--- src/rtl/set_assoc_cache_lru_lookup_macros.svh ---
// Assertion macros shared by the cache lookup RTL.
// Bodies are empty when SYNTHESIS is defined.
`ifndef SET_ASSOC_CACHE_LRU_LOOKUP_MACROS_SVH
`define SET_ASSOC_CACHE_LRU_LOOKUP_MACROS_SVH
`ifndef SYNTHESIS
// same-cycle implication
`define SCAL_ASSERT_IMPL(label, clk, rst, ante, cons, msg) \
  label: assert property (@(posedge clk) disable iff (rst) (ante) |-> (cons)) else $error(msg);
// next-cycle implication
`define SCAL_ASSERT_NEXT(label, clk, rst, ante, cons, msg) \
  label: assert property (@(posedge clk) disable iff (rst) (ante) |=> (cons)) else $error(msg);
`else
`define SCAL_ASSERT_IMPL(label, clk, rst, ante, cons, msg)
`define SCAL_ASSERT_NEXT(label, clk, rst, ante, cons, msg)
`endif
`endif

--- src/rtl/scal_ram.sv ---
// Generic single-port-write, single-port-read synchronous RAM with registered read data.
// No dependencies.
`default_nettype none

module scal_ram #(
  parameter int WIDTH = 8,
  parameter int DEPTH = 16
) (
  input  wire logic                     clk,
  input  wire logic                     we,
  input  wire logic [$clog2(DEPTH)-1:0] waddr,
  input  wire logic [WIDTH-1:0]         wdata,
  input  wire logic                     re,
  input  wire logic [$clog2(DEPTH)-1:0] raddr,
  output      logic [WIDTH-1:0]         rdata
);

  logic [WIDTH-1:0] mem [DEPTH];

  always_ff @(posedge clk) begin
    if (we) begin
      mem[waddr] <= wdata;
    end
    if (re) begin
      rdata <= mem[raddr];
    end
  end

endmodule

`default_nettype wire

--- config.mk ---
export PLATFORM = sky130hd
export DESIGN_NAME = scal_ram
export DESIGN_NICKNAME = d
export VERILOG_FILES = /design/src/rtl/set_assoc_cache_lru_lookup_macros.svh /design/src/rtl/scal_ram.sv
export SDC_FILE = /design/constraint.sdc
export NUM_CORES = 1
export LEC_CHECK = 0
export ABC_AREA = 1
export BUFFER_PORTS_ARGS = -buffer_cell sky130_fd_sc_hd__buf_2
export CAP_MARGIN = 30
export CORE_MARGIN = 4
export CORE_UTILIZATION = 40
export DETAILED_ROUTE_END_ITERATION = 10
export GPL_TIMING_DRIVEN = 1
export SLEW_MARGIN = 5
export SYNTH_ARGS = -nofsm -noshare
export SYNTH_HDL_FRONTEND = slang
export SYNTH_SLANG_ARGS = --single-unit
--- constraint.sdc ---
create_clock -name clk -period 3.5 [get_ports clk]
set_clock_uncertainty 0.1 [all_clocks]
set_input_delay 0.7 -clock clk [delete_from_list [all_inputs] [get_ports clk]]
set_output_delay 0.7 -clock clk [all_outputs]
set_load 0.01 [all_outputs]
After elaboration in Yosys (flattened, before gate mapping)
Memories as Yosys holds them, arrays and structs flattened. A register that Yosys moved wholly into a read port is not among the register bits.
Cells that the tools add are included.
{"block": "word_totals", "register_bits": 0, "ram_bits": 128, "input_bits": 19, "out_inout_bits": 8, "elab_cells": 3, "n_memories": 1}
{"memory": "mem", "depth": 16, "width": 8, "rd": 1, "rd_ports_with_merged_regs": 1, "write_ports": 1, "line": "scal_ram.sv:18", "rtl": "logic [WIDTH-1:0] mem [DEPTH];"}
{"block": "op_classes", "n_mux": 2}
{"op": "1-bit two-way mux", "n": 2}

Longest topological paths before layout
{"block": "logic_depth", "word_depth": 2, "depth_mapped": 8, "mapped_depth_nobuf": 7}

Least setup slack after synthesis
OpenSTA, ideal clock, no wires.
{"block": "synth_path", "path_type": "input port to flip-flop", "start": "input port waddr[2]", "end": "memory mem[10][0], enable pin", "setup_ns": 0.370, "arrival_ns": 1.281, "slack_ns": 1.749, "path_stages": 2, "path_cell_list": "nand3b_1 > nor2_1"}
{"item": "start: declaration", "line": "scal_ram.sv:11", "rtl": "input wire logic [$clog2(DEPTH)-1:0] waddr,"}
{"item": "end: declaration", "line": "scal_ram.sv:18"}
Straight into the memory's write port.

==> summary.txt <==
Route
  • DR WL/cell: 17.13 µm
  • Total Wirelength: 13.17 mm
  • Vias per cell: 4.912
  • Vias post-DR: 3,777
  • DRT iter0 DRCs: 399
  • First drt pass iteration count: 5
  • Post-route ant nets: 0
  • # DRC: 0

Die
  • Initial Utilization: 0.4148
  • Die height: 128.9 µm
  • FP Rows: 43
  • Core box area: 14,100 µm²
  • # IOs: 27
  • Die area: 16,620 µm²
  • Die Wd: 128.9 µm

CTS
  • Num CTS Buffers: 17
  • Post-CTS Setup Inserts: 0
  • Post-CTS Hold Fix Bufs: 0
  • Clock insertion delay at the later pin of the skew report: 0.42 ns
  • Reg clk slew, reported paths: 0.06 ns
  • Clk sinks: 136
  • Root buf cell: clkbuf_16
  • CTS tree: done
  • Clk buf depth: 2
  • Gates resized, CTS repair: 0
  • Htree depth: 4

Setup path
  • CP endpoint kind: flip-flop
  • WS Path Type: in -> reg
  • Arrival @ worst endpoint: 1.98 ns
  • CP max FO: 64
  • CP required: 3.57 ns
  • Critical Path Start Type: primary input

Placed design
  • Gpl congestion: 0.7801
  • Hpwl dp: 7.908 mm
  • Port buffer count: 26

STA
  • RSZ-0062 raised after global routing: false
  • Fmax: 0.5229 GHz
  • Hold Fails Final Rpt: 0
  • Final Critical Period: 1.912 ns
  • Tightest Pin Transition: 0.9203 ns
  • Rel. slew slack: 0.3842
  • Setup TNS: 0 ns
  • Final setup violating endpoints: 0
  • Final worst path period share: 0.5464
  • Fin. max-slew vios: 0

Logic synthesis
  • Yosys top cell area share: 0.6985
  • Post-synthesis sequential area ratio: 0.6985
  • Post-synth top area cell: edfxtp_1
  • Mapped Nets: 570
  • Cell count after synthesis: 551
  • Mean Syn Cell Area: 10.61 µm²
  • Yosys warning count: 0
  • Largest cells by area after synthesis: edfxtp_1 70%, nand2_1 11%, nand3_1 8.3%
  • Yosys cell types: 11
  • Synthesized cell area: 5847 µm²
  • Synth Register Bits: 136

Global route
  • Global route total overflow: 0
  • Total track usage: 0.1640
  • Largest net degree at the start of global routing: 65
  • First-pass GRT wire length: 19.96 mm
  • Vias in the first global route: 3,556
  • Initial antenna violation count: 0

Final layout
  • Layout area overhead: 14.77%
  • Util after Layout: 0.4760
  • Antenna diodes: 0
  • Share of layout cells above drive strength 1: 0.1036
  • Final Net Count: 595

Run
  • Max-cap violations: 0

Run status
  • Status: finished clean

Power and ir drop
  • Worst vdd rail ir drop: 0.2896 mV
  • Static Leak: 2.863 nW
  • Pwr Density: 591.7 nW/µm²
  • Total Power: 3.971 mW

Min path
  • Worst Hold Class: in -> reg
[metal layers]
| layer | share of wire | vias up | track usage |
|---|---|---|---|
| li1 | - | 1825 | - |
| met1 | 0.46 | 1799 | 0.2309 |
| met2 | 0.45 | 132 | 0.2436 |
| met3 | 0.062 | 21 | 0.03902 |
| met4 | 0.024 | 0 | 0.07103 |
| met5 | 0 | - | 0 |
[cell usage after synthesis, drive strengths merged]
master / count
nor2: 17
nand2: 173
nand3b: 2
inv: 102
buf: 24
nand3: 97
edfxtp: 136
[cell type report]
class | count | area, µm²
Inverter | 102 | 382.9
Fill cell | 1303 | 7386
Tap cell | 180 | 225.2
Timing Repair Buffer | 30 | 172.7
Clock buffer | 17 | 425.4
Multi-Input combinational cell | 289 | 1214
Clock inverter | 15 | 206.4
Sequential cell | 136 | 4084
[placed cells by master (no fill, tap or decap)]
master	count
inv_2	2
inv_6	1
edfxtp_1	136
clkinvlp_4	1
buf_12	1
clkinv_1	3
nand3_1	97
clkinv_4	1
nand3b_1	2
buf_2	26
nor2_1	17
bufinv_16	5
nand2_1	173
inv_1	100
clkbuf_16	17
buf_4	3
clkinv_2	4
[where the power goes]
part	leakage [nW]	total (mW)	switching, mW	internal, mW
registers	1.24	1.85	0.00977	1.84
logic	1.32	0.216	0.158	0.0582
clock network	0.309	1.91	0.656	1.25
[worst max-delay path, cell delays in order]
cell and delay [ns]:
buf_2 0.09, buf_4 0.56, nand2_1 0.14, nand3_1 0.13, nand3_1 0.10, nand3_1 0.17
nand2_1 0.07
[sequential cells by signal, summed over array words and instances (netlist names)]
signal  cells
rdata       8
mem       128
[cells by family (layout without fill, tap and decap cells)]
| kind of cell | Yosys count | count (layout) | share of synthesized area |
|---|---|---|---|
| AND/OR/NAND/NOR | 289 | 289 | 0.2076 |
| flip-flops | 136 | 136 | 0.6985 |
| buffers and inverters | 126 | 164 | 0.09394 |
[through the flow]
step | area (µm²) | std cells | hold slack (ns) | worst slack, ns
floorplan | 5847 | 551 | 0.5829 | 1.749
global placement | 6071 | 736 | 0.6276 | 1.206
detailed placement | 6071 | 736 | 0.6518 | 1.162
CTS | 6703 | 768 | 0.5371 | 1.600
global route | 6710 | 769 | 0.5368 | 1.513
finish | 6710 | 769 | 0.5466 | 1.588
[worst paths after layout]
kind | startpoint | to | slack, ns | depth (start not counted)
max | raddr[0] | rdata[2]$_DFFE_PP_ | 1.59 | 7
min | re | rdata[7]$_DFFE_PP_ | 0.55 | 1
max reg2reg | mem[1][2]$_DFFE_PP_ | rdata[2]$_DFFE_PP_ | 2.21 | 6
min reg2reg | mem[15][4]$_DFFE_PP_ | rdata[4]$_DFFE_PP_ | 0.66 | 6
Note: power is estimated with default switching activity, not from simulation.
