===== src/rtl/set_assoc_cache_lru_lookup_macros.svh =====
// Assertion macros shared by the cache lookup RTL.
// Bodies are empty when SYNTHESIS is defined.
`ifndef SET_ASSOC_CACHE_LRU_LOOKUP_MACROS_SVH
`define SET_ASSOC_CACHE_LRU_LOOKUP_MACROS_SVH
`ifndef SYNTHESIS
// same-cycle implication
`define SCAL_ASSERT_IMPL(label, clk, rst, ante, cons, msg) \
  label: assert property (@(posedge clk) disable iff (rst) (ante) |-> (cons)) else $error(msg);
// next-cycle implication
`define SCAL_ASSERT_NEXT(label, clk, rst, ante, cons, msg) \
  label: assert property (@(posedge clk) disable iff (rst) (ante) |=> (cons)) else $error(msg);
`else
`define SCAL_ASSERT_IMPL(label, clk, rst, ante, cons, msg)
`define SCAL_ASSERT_NEXT(label, clk, rst, ante, cons, msg)
`endif
`endif


===== src/rtl/scal_pkg.sv =====
// Package for the set-associative cache lookup: sizes, codes, set row layout,
// request/result structs and the LRU compare helper. No dependencies.
`default_nettype none

package scal_pkg;

  localparam int MAX_SET_BITS = 6;
  localparam int SET_W        = MAX_SET_BITS;
  localparam int NUM_SETS     = 1 << MAX_SET_BITS;
  localparam int MAX_WAYS     = 8;
  localparam int WAY_W        = $clog2(MAX_WAYS);
  localparam int NW_W         = WAY_W + 1;
  localparam int ADDR_W       = 64;
  localparam int TAG_W        = 64;
  localparam int STAMP_W      = 64;
  localparam int CNT_W        = 32;
  localparam int SB_W         = 3;
  localparam int WAYS_W       = 4;
  localparam int BB_W         = 6;
  localparam int TSH_W        = BB_W + 1;
  localparam int CFG_IDX_W    = 2;
  localparam int CFG_DATA_W   = 6;

  localparam logic [1:0] CMD_LOAD   = 2'd0;
  localparam logic [1:0] CMD_STORE  = 2'd1;
  localparam logic [1:0] CMD_MODIFY = 2'd2;
  localparam logic [1:0] CMD_NONE   = 2'd3;

  localparam logic [CFG_IDX_W-1:0] REG_SET_BITS   = 2'd0;
  localparam logic [CFG_IDX_W-1:0] REG_WAYS       = 2'd1;
  localparam logic [CFG_IDX_W-1:0] REG_BLOCK_BITS = 2'd2;

  typedef struct packed {
    logic [MAX_WAYS-1:0]              valid;
    logic [MAX_WAYS-1:0][TAG_W-1:0]   tag;
    logic [MAX_WAYS-1:0][STAMP_W-1:0] stamp;
  } row_t;

  typedef struct packed {
    logic              launch;
    logic [NW_W-1:0]   nw;
    logic [TAG_W-1:0]  tag;
  } vic_req_t;

  typedef struct packed {
    logic             valid;
    logic             hit;
    logic [WAY_W-1:0] hit_way;
    logic             has_empty;
    logic [WAY_W-1:0] empty_way;
    logic [WAY_W-1:0] lru_way;
  } vic_res_t;

  typedef struct packed {
    logic               act;
    logic [STAMP_W-1:0] stamp;
    logic [WAY_W-1:0]   way;
  } node_t;

  // older of two candidates; left wins ties, an inactive one never beats an active one
  function automatic node_t lru_pick(node_t a, node_t b);
    return (b.act && (!a.act || (b.stamp < a.stamp))) ? b : a;
  endfunction

endpackage

`default_nettype wire


===== src/rtl/scal_victim.sv =====
// Way selection for one set row: tag match, first empty way and an oldest-stamp
// tree with each tree level registered. Uses scal_pkg.
`default_nettype none

module scal_victim (
  input  wire logic            clk,
  input  wire logic            rst,
  input  wire scal_pkg::vic_req_t req,
  input  wire scal_pkg::row_t     row,
  output      scal_pkg::vic_res_t res
);

  typedef struct packed {
    logic                       hit;
    logic [scal_pkg::WAY_W-1:0] hit_way;
    logic                       has_empty;
    logic [scal_pkg::WAY_W-1:0] empty_way;
  } info_t;

  logic [scal_pkg::MAX_WAYS-1:0] act;
  logic [scal_pkg::MAX_WAYS-1:0] match;
  logic [scal_pkg::MAX_WAYS-1:0] empty;
  scal_pkg::node_t leaf [scal_pkg::MAX_WAYS];
  info_t info0;

  scal_pkg::node_t lvl_q [1:scal_pkg::WAY_W][scal_pkg::MAX_WAYS/2];
  info_t info_q [1:scal_pkg::WAY_W];
  logic [scal_pkg::WAY_W:1] vld_q;

  for (genvar w = 0; w < scal_pkg::MAX_WAYS; w++) begin : g_way
    assign act[w]   = scal_pkg::NW_W'(w) < req.nw;
    assign match[w] = act[w] && row.valid[w] && (row.tag[w] == req.tag);
    assign empty[w] = act[w] && !row.valid[w];
    assign leaf[w]  = '{act: act[w], stamp: row.stamp[w], way: scal_pkg::WAY_W'(w)};
  end

  always_comb begin
    info0.hit       = |match;
    info0.has_empty = |empty;
    info0.hit_way   = '0;
    info0.empty_way = '0;
    for (int i = scal_pkg::MAX_WAYS - 1; i >= 0; i--) begin
      if (match[i]) begin
        info0.hit_way = scal_pkg::WAY_W'(i);
      end
      if (empty[i]) begin
        info0.empty_way = scal_pkg::WAY_W'(i);
      end
    end
  end

  always_ff @(posedge clk) begin
    for (int i = 0; i < scal_pkg::MAX_WAYS / 2; i++) begin
      lvl_q[1][i] <= scal_pkg::lru_pick(leaf[2*i], leaf[2*i+1]);
    end
    for (int l = 2; l <= scal_pkg::WAY_W; l++) begin
      for (int i = 0; i < (scal_pkg::MAX_WAYS >> l); i++) begin
        lvl_q[l][i] <= scal_pkg::lru_pick(lvl_q[l-1][2*i], lvl_q[l-1][2*i+1]);
      end
    end
    info_q[1] <= info0;
    for (int l = 2; l <= scal_pkg::WAY_W; l++) begin
      info_q[l] <= info_q[l-1];
    end
  end

  always_ff @(posedge clk) begin
    if (rst) begin
      vld_q <= '0;
    end else begin
      vld_q[1] <= req.launch;
      for (int l = 2; l <= scal_pkg::WAY_W; l++) begin
        vld_q[l] <= vld_q[l-1];
      end
    end
  end

  assign res.valid     = vld_q[scal_pkg::WAY_W];
  assign res.hit       = info_q[scal_pkg::WAY_W].hit;
  assign res.hit_way   = info_q[scal_pkg::WAY_W].hit_way;
  assign res.has_empty = info_q[scal_pkg::WAY_W].has_empty;
  assign res.empty_way = info_q[scal_pkg::WAY_W].empty_way;
  assign res.lru_way   = lvl_q[scal_pkg::WAY_W][0].way;

endmodule

`default_nettype wire


===== config.mk =====
export PLATFORM = sky130hd
export DESIGN_NAME = scal_victim
export DESIGN_NICKNAME = d
export VERILOG_FILES = /design/src/rtl/set_assoc_cache_lru_lookup_macros.svh /design/src/rtl/scal_pkg.sv /design/src/rtl/scal_victim.sv
export SDC_FILE = /design/constraint.sdc
export NUM_CORES = 2
export LEC_CHECK = 0
export BUFFER_PORTS_ARGS = -buffer_cell sky130_fd_sc_hd__buf_2
export CAP_MARGIN = 5
export CORE_AREA = 2 2 435 437
export CTS_BUF_LIST = sky130_fd_sc_hd__clkbuf_8
export DETAILED_ROUTE_END_ITERATION = 8
export DIE_AREA = 0 0 437 439
export PLACE_DENSITY = 0.34
export SLEW_MARGIN = 10
export SYNTH_ARGS = -nofsm -noshare
export SYNTH_HDL_FRONTEND = slang
export SYNTH_SLANG_ARGS = --single-unit

===== constraint.sdc =====
create_clock -name clk -period 3.1 [get_ports clk]
set_input_delay 0.62 -clock clk [delete_from_list [all_inputs] [get_ports clk]]
set_output_delay 0.62 -clock clk [all_outputs]
set_load 0.05 [all_outputs]

After elaboration in Yosys (flattened, before gate mapping)
Memory sizes are Yosys's and may differ from the RTL's.
Cells that the tools add are included.
{ "classes": {"magnitude_cmp": 15, "eq_ne": 8, "mux": 23, "n_reduce_logical": 55} }
{ "op_table": {"columns": ["operator", "count"], "rows": [
  ["64-bit equality test", 8],
  ["68-bit 2-to-1 mux", 7],
  ["64-bit less-than comparator", 7],
  ["3-bit 2-to-1 mux", 16],
  ["1-bit logical AND", 31],
  ["3-bit by 4-bit less-than comparator with 1-bit output (first input constant)", 4],
  ["8-bit OR reduction", 2],
  ["1-bit logical NOT", 15],
  ["1-bit by 4-bit less-than comparator with 1-bit output (first input constant)", 2],
  ["2-bit by 4-bit less-than comparator with 1-bit output (first input constant)", 2],
  ["1-bit logical OR", 7]
]} }
{ "word_totals": {"input_bits": 1103, "ram_bits": 840, "register_bits": 3, "n_memories": 2, "word_cells": 104} }
{ "memory_table": {"columns": ["memory", "depth", "word_bits", "read_ports", "rd_ports_with_merged_regs", "wr", "line", "rtl"], "rows": [
  ["lvl_q", 3, 272, 3, 0, 3, "scal_victim.sv:26", "scal_pkg::node_t lvl_q [1:scal_pkg::WAY_W][scal_pkg::MAX_WAYS/2];"],
  ["info_q", 3, 8, 3, 0, 3, "scal_victim.sv:27", "info_t info_q [1:scal_pkg::WAY_W];"]
]} }

Logic depth before layout (Yosys ltp)
{ "depth": {"depth_word": 11, "mapped_depth": 13, "ltp_nobuf": 11} }

Worst setup path before layout
Ideal clock, no wire load.
{ "synth_path": {"kind": "input port to flip-flop", "startpoint": "input row[9] (netlist bit)", "endpoint": "register lvl_q[0][494] (netlist name)", "required_time_ns": 2.979, "stages": 12, "arrival_ns": 3.081, "setup_time_ns": 0.121, "slack_ns": -0.102, "path_cell_list": "inv_1 > ha_1 > a21o_1 > a211o_1 > a2111oi_2 > o21ai_1 > a221o_1 > a211oi_1 > a31o_2 > buf_12 > buf_12 > mux2_4"} }
{ "synth_rtl": {"columns": ["element", "line", "rtl"], "rows": [
  ["start, declared", "scal_victim.sv:9", "input wire scal_pkg::row_t row,"]
]} }

==> results by stage <==
Worst setup path:
- The data required time at the worst endpoint is 3.77 ns.
- STA classifies the critical path startpoint as an input port.
- The sort of element at the end of the critical path is a flop.
- The kind of critical path is in -> reg.
- For the worst setup path, the data arrival time is 3.75 ns.
- The origin of the critical flop-to-flop path is lvl_q[0][310]$_DFF_P_.
- The maximum fanout along the worst path is 8.
- The launch point of the worst path is row[72].

Place:
- Before CTS, the worst setup slack after placement is -1.042 ns.
- The global placer's final weighted congestion is 0.9671.
- The total placed cells including tap cells is 7640.
- The sum of net half-perimeters after detailed placement is 195300 um.
- The count of input and output buffers is 1114.

Finish:
- Summing all multi-input logic gate instances after layout gives 21530 sq um.
- The net count of the finished layout is 7050.
- The sequential standard cell area is 8574 sq um.
- The non-filler instance count after layout is 8140.
- In the final layout, the share of cells above drive strength 1 is 36.84%.
- Counting the fill cells in the layout gives 20620.
- The growth of design area from synthesis to finish is 53.03%.

Routing:
- The length of routed wiring on met1 is 73890 um.
- In the routed layout, each cell is associated on average with a via count of 4.311.
- The routed design has 223200 um of wire.
- Once detail routing completed, the nets flagged for antenna violations numbered 0.
- The routed length per instance is 27.42 um.
- Detailed routing placed a total of 120400 um of wire on met2.
- The routed layout has 35090 vias.
- The first routing iteration left 1637 violations.
- After detailed routing, the number of remaining DRC violations is 0.
- For this run, the detailed router's first-pass iteration total came to 5.
- After detailed routing, no signal wire sits above met5.
- Wire segments on met3 add up to 9826 um in the final route.

Power:
- In this run the static leakage power is 24.91 nW.
- For this design the ratio of total power to cell area is 454.9 nW/um^2.
- The maximum vdd ir drop is 0.0002778 V.

Timing:
- Dividing the final minimum period by the clock period gives 99.11%.
- At the pin with the least slew margin, the transition time is 0.8967 ns.
- The timing-limited maximum frequency is 325.5 MHz.
- The minimum clock period after layout is 3.072 ns.
- The final number of max-transition violations is 0.
- The least setup slack across all paths after layout is 0.02768 ns.
- The number of hold violations in the final report is 0.
- For the final database, setup skew stands at 0.06063 ns.
- Headroom to the max-slew limit came out at 40.02%.
- The number of failing setup endpoints in the final timing report is 0.

Yosys:
- The count of flip-flops with a built-in enable after synthesis is 0.
- After synthesis, the largest area contributor takes up 26.14% of total cell area.
- The most used flip-flop cell after synthesis is sky130_fd_sc_hd__dfxtp_1.
- Ranked by instance count, the synthesized netlist is headed by 575 x sky130_fd_sc_hd__inv_1, 441 x sky130_fd_sc_hd__ha_1, 428 x sky130_fd_sc_hd__dfxtp_1.
- The per-instance average area after synthesis is 8.804 sq um.
- After synthesis, the cell types taking the most area are sky130_fd_sc_hd__dfxtp_1 26%, sky130_fd_sc_hd__ha_1 17%, sky130_fd_sc_hd__mux2_2 6.7%.
- The most frequent cell after synthesis is sky130_fd_sc_hd__inv_1.
- Summing every instance area after synthesis gives 32780 sq um.
- The count of mapped cells out of synthesis is 3723.
- After synthesis, flip-flops and latches occupy 26.14% of the total area.
- The number of nets handed over by synthesis was 5267.
- The library cell occupying the most area in the post-synthesis netlist is sky130_fd_sc_hd__dfxtp_1.
- In the synthesized netlist the async set-or-reset flop fraction comes to 0%.
- Synthesis inferred 428 register bits.
- Yosys mapped the design onto 67 distinct sky130hd cell types.
- The number of synthesis warnings is 0.

Global route:
- In the global route stage, overall resource usage came out at 22.28%.
- The via count of the first global-routing pass was 37080.
- The largest net degree at the start of global routing is 58.
- The first global-routing pass estimated 294200 um of wire.
- The initial antenna violation count came to 118.
- The sum of overflow across all layers after global routing is 0.

Die:
- Once the floorplan was initialized, standard cells occupied 17.53% of the core.
- The number of placement rows is 159.
- The number of I/O pins is 1115.
- The floorplan step set the die height to 439 um.
- The area of the die is 191800 sq um.
- Measured along the x axis, the die boundary spans 437 um.
- The core outline area is 187000 sq um.

Clocking:
- The clock net sink count is 428.
- The clock tree synthesis step divided the H-tree into 3 levels.
- The tree is rooted in a sky130_fd_sc_hd__clkbuf_8.
- TritonCTS built the clock tree.
- The clock transition time at the flip-flop clock pins of the worst setup and hold paths is 0.06 ns.
- For the worst-skew pair, the clock arrives at the later sink with an insertion delay of 0.82 ns.
- Counting the buffers created by CTS gives 92.
- The clock tree buffer depth is 3.

Min path:
- The startpoint of the lowest-slack hold path is row[424].
- The class of the worst hold path is in -> reg.

Run:
- The tool flagged a number of max-cap violations equal to 0.

Outcome:
- The flow ran to the end, and the final reports show no timing, DRC or antenna violations.
-- power by group --
| part | internal [mW] | switching [mW] | total (mW) |
|---|---|---|---|
| Clock | 3.79 | 2.96 | 6.75 |
| Combinational | 4.15 | 4.66 | 8.80 |
| Sequential | 6.54 | 0.722 | 7.26 |
-- cell type report --
type / count / share of cell area, %
diodes: 70 / 0.3492
clock inverters: 54 / 0.9129
repair buffers: 1865 / 25.19
multi-input cells: 2543 / 42.92
clock buffers: 109 / 2.991
flip-flops and latches: 428 / 17.09
inverters: 576 / 4.325
well taps: 2495 / 6.223
-- registers in the layout, indices dropped and copies added, names as in the netlist --
name    count
info_q     24
lvl_q     401
vld_q       3
-- stage by stage --
stage | setup TNS (ns) | hold slack (ns) | util [%] | total power, mW | instance area, sq um
finish | 0 | 0.09833 | 26.82 | 22.82 | 50160
global route | -0.05198 | 0.04880 | 26.79 | 24.43 | 50100
CTS | 0 | 0.0006491 | 26.47 | 23.23 | 49500
detailed placement | -199.04 | 0.3160 | 24.03 | 15.87 | 44940
global placement | -199.40 | 0.3112 | 24.03 | 15.83 | 44940
floorplan | 0 | 0.3096 | - | 11.54 | 32780
-- worst max-delay path: stages --
cell,delay [ns]
sky130_fd_sc_hd__dlygate4sd3_1,0.57
sky130_fd_sc_hd__ha_1,0.19
sky130_fd_sc_hd__a21o_1,0.15
sky130_fd_sc_hd__a211o_1,0.32
sky130_fd_sc_hd__a2111oi_2,0.33
sky130_fd_sc_hd__o21ai_1,0.13
sky130_fd_sc_hd__a221o_1,0.37
sky130_fd_sc_hd__a211oi_2,0.23
sky130_fd_sc_hd__a31o_4,0.20
sky130_fd_sc_hd__buf_12,0.15
sky130_fd_sc_hd__buf_6,0.17
sky130_fd_sc_hd__mux2_4,0.30
-- worst paths after layout --
check                     endpoint  slack [ns]  cells past startpoint
max          lvl_q[0][540]$_DFF_P_        0.03                     12
min          lvl_q[0][315]$_DFF_P_         0.1                      2
max reg2reg  lvl_q[0][697]$_DFF_P_        0.09                     12
min reg2reg  info_q[0][27]$_DFF_P_        0.33                      0
-- cell families after synthesis --
logic type	Yosys count	synth area share (%)
AND/OR/NAND/NOR	762	12.51
buffers and inverters	752	9.333
AO/OA/AOI/OAI	676	14.91
adder cells (fa/ha/maj)	441	16.83
flip-flops	428	26.14
XOR/XNOR	405	10.82
multiplexers	259	9.459
-- placed cells by master, fill, tap and decap left out, types with 68 or more instances in the layout --
cell and instances:
sky130_fd_sc_hd__buf_2 1112, sky130_fd_sc_hd__inv_1 599, sky130_fd_sc_hd__ha_1 437, sky130_fd_sc_hd__buf_4 433, sky130_fd_sc_hd__dfxtp_1 423, sky130_fd_sc_hd__dlygate4sd3_1 254, sky130_fd_sc_hd__xor2_1 225, sky130_fd_sc_hd__mux2_2 195
sky130_fd_sc_hd__xnor2_1 178, sky130_fd_sc_hd__nand2_1 157, sky130_fd_sc_hd__a21oi_1 140, sky130_fd_sc_hd__nand4_1 133, sky130_fd_sc_hd__clkbuf_8 109, sky130_fd_sc_hd__nand3_1 99, sky130_fd_sc_hd__nor4_1 79, sky130_fd_sc_hd__o21ai_0 73
sky130_fd_sc_hd__o211ai_1 73, sky130_fd_sc_hd__a221o_1 71, sky130_fd_sc_hd__diode_2 70, sky130_fd_sc_hd__a21o_1 68
-- timing repair --
item	CTS	global route
hold endpoints to repair	141	0
setup buffers	0	7
pin swaps	2	17
hold buffers	255	0
gates cloned	0	7
setup endpoints to repair	68	309
gates resized for setup	9	55
-- per-layer routing --
layer / up-vias / track usage (%)
li1: 16770 / -
met1: 16620 / 20.67
met2: 1204 / 43.40
met3: 475 / 3.621
met4: 20 / 16.63
met5: - / 0
Note: power is estimated with default switching activity, not from simulation.
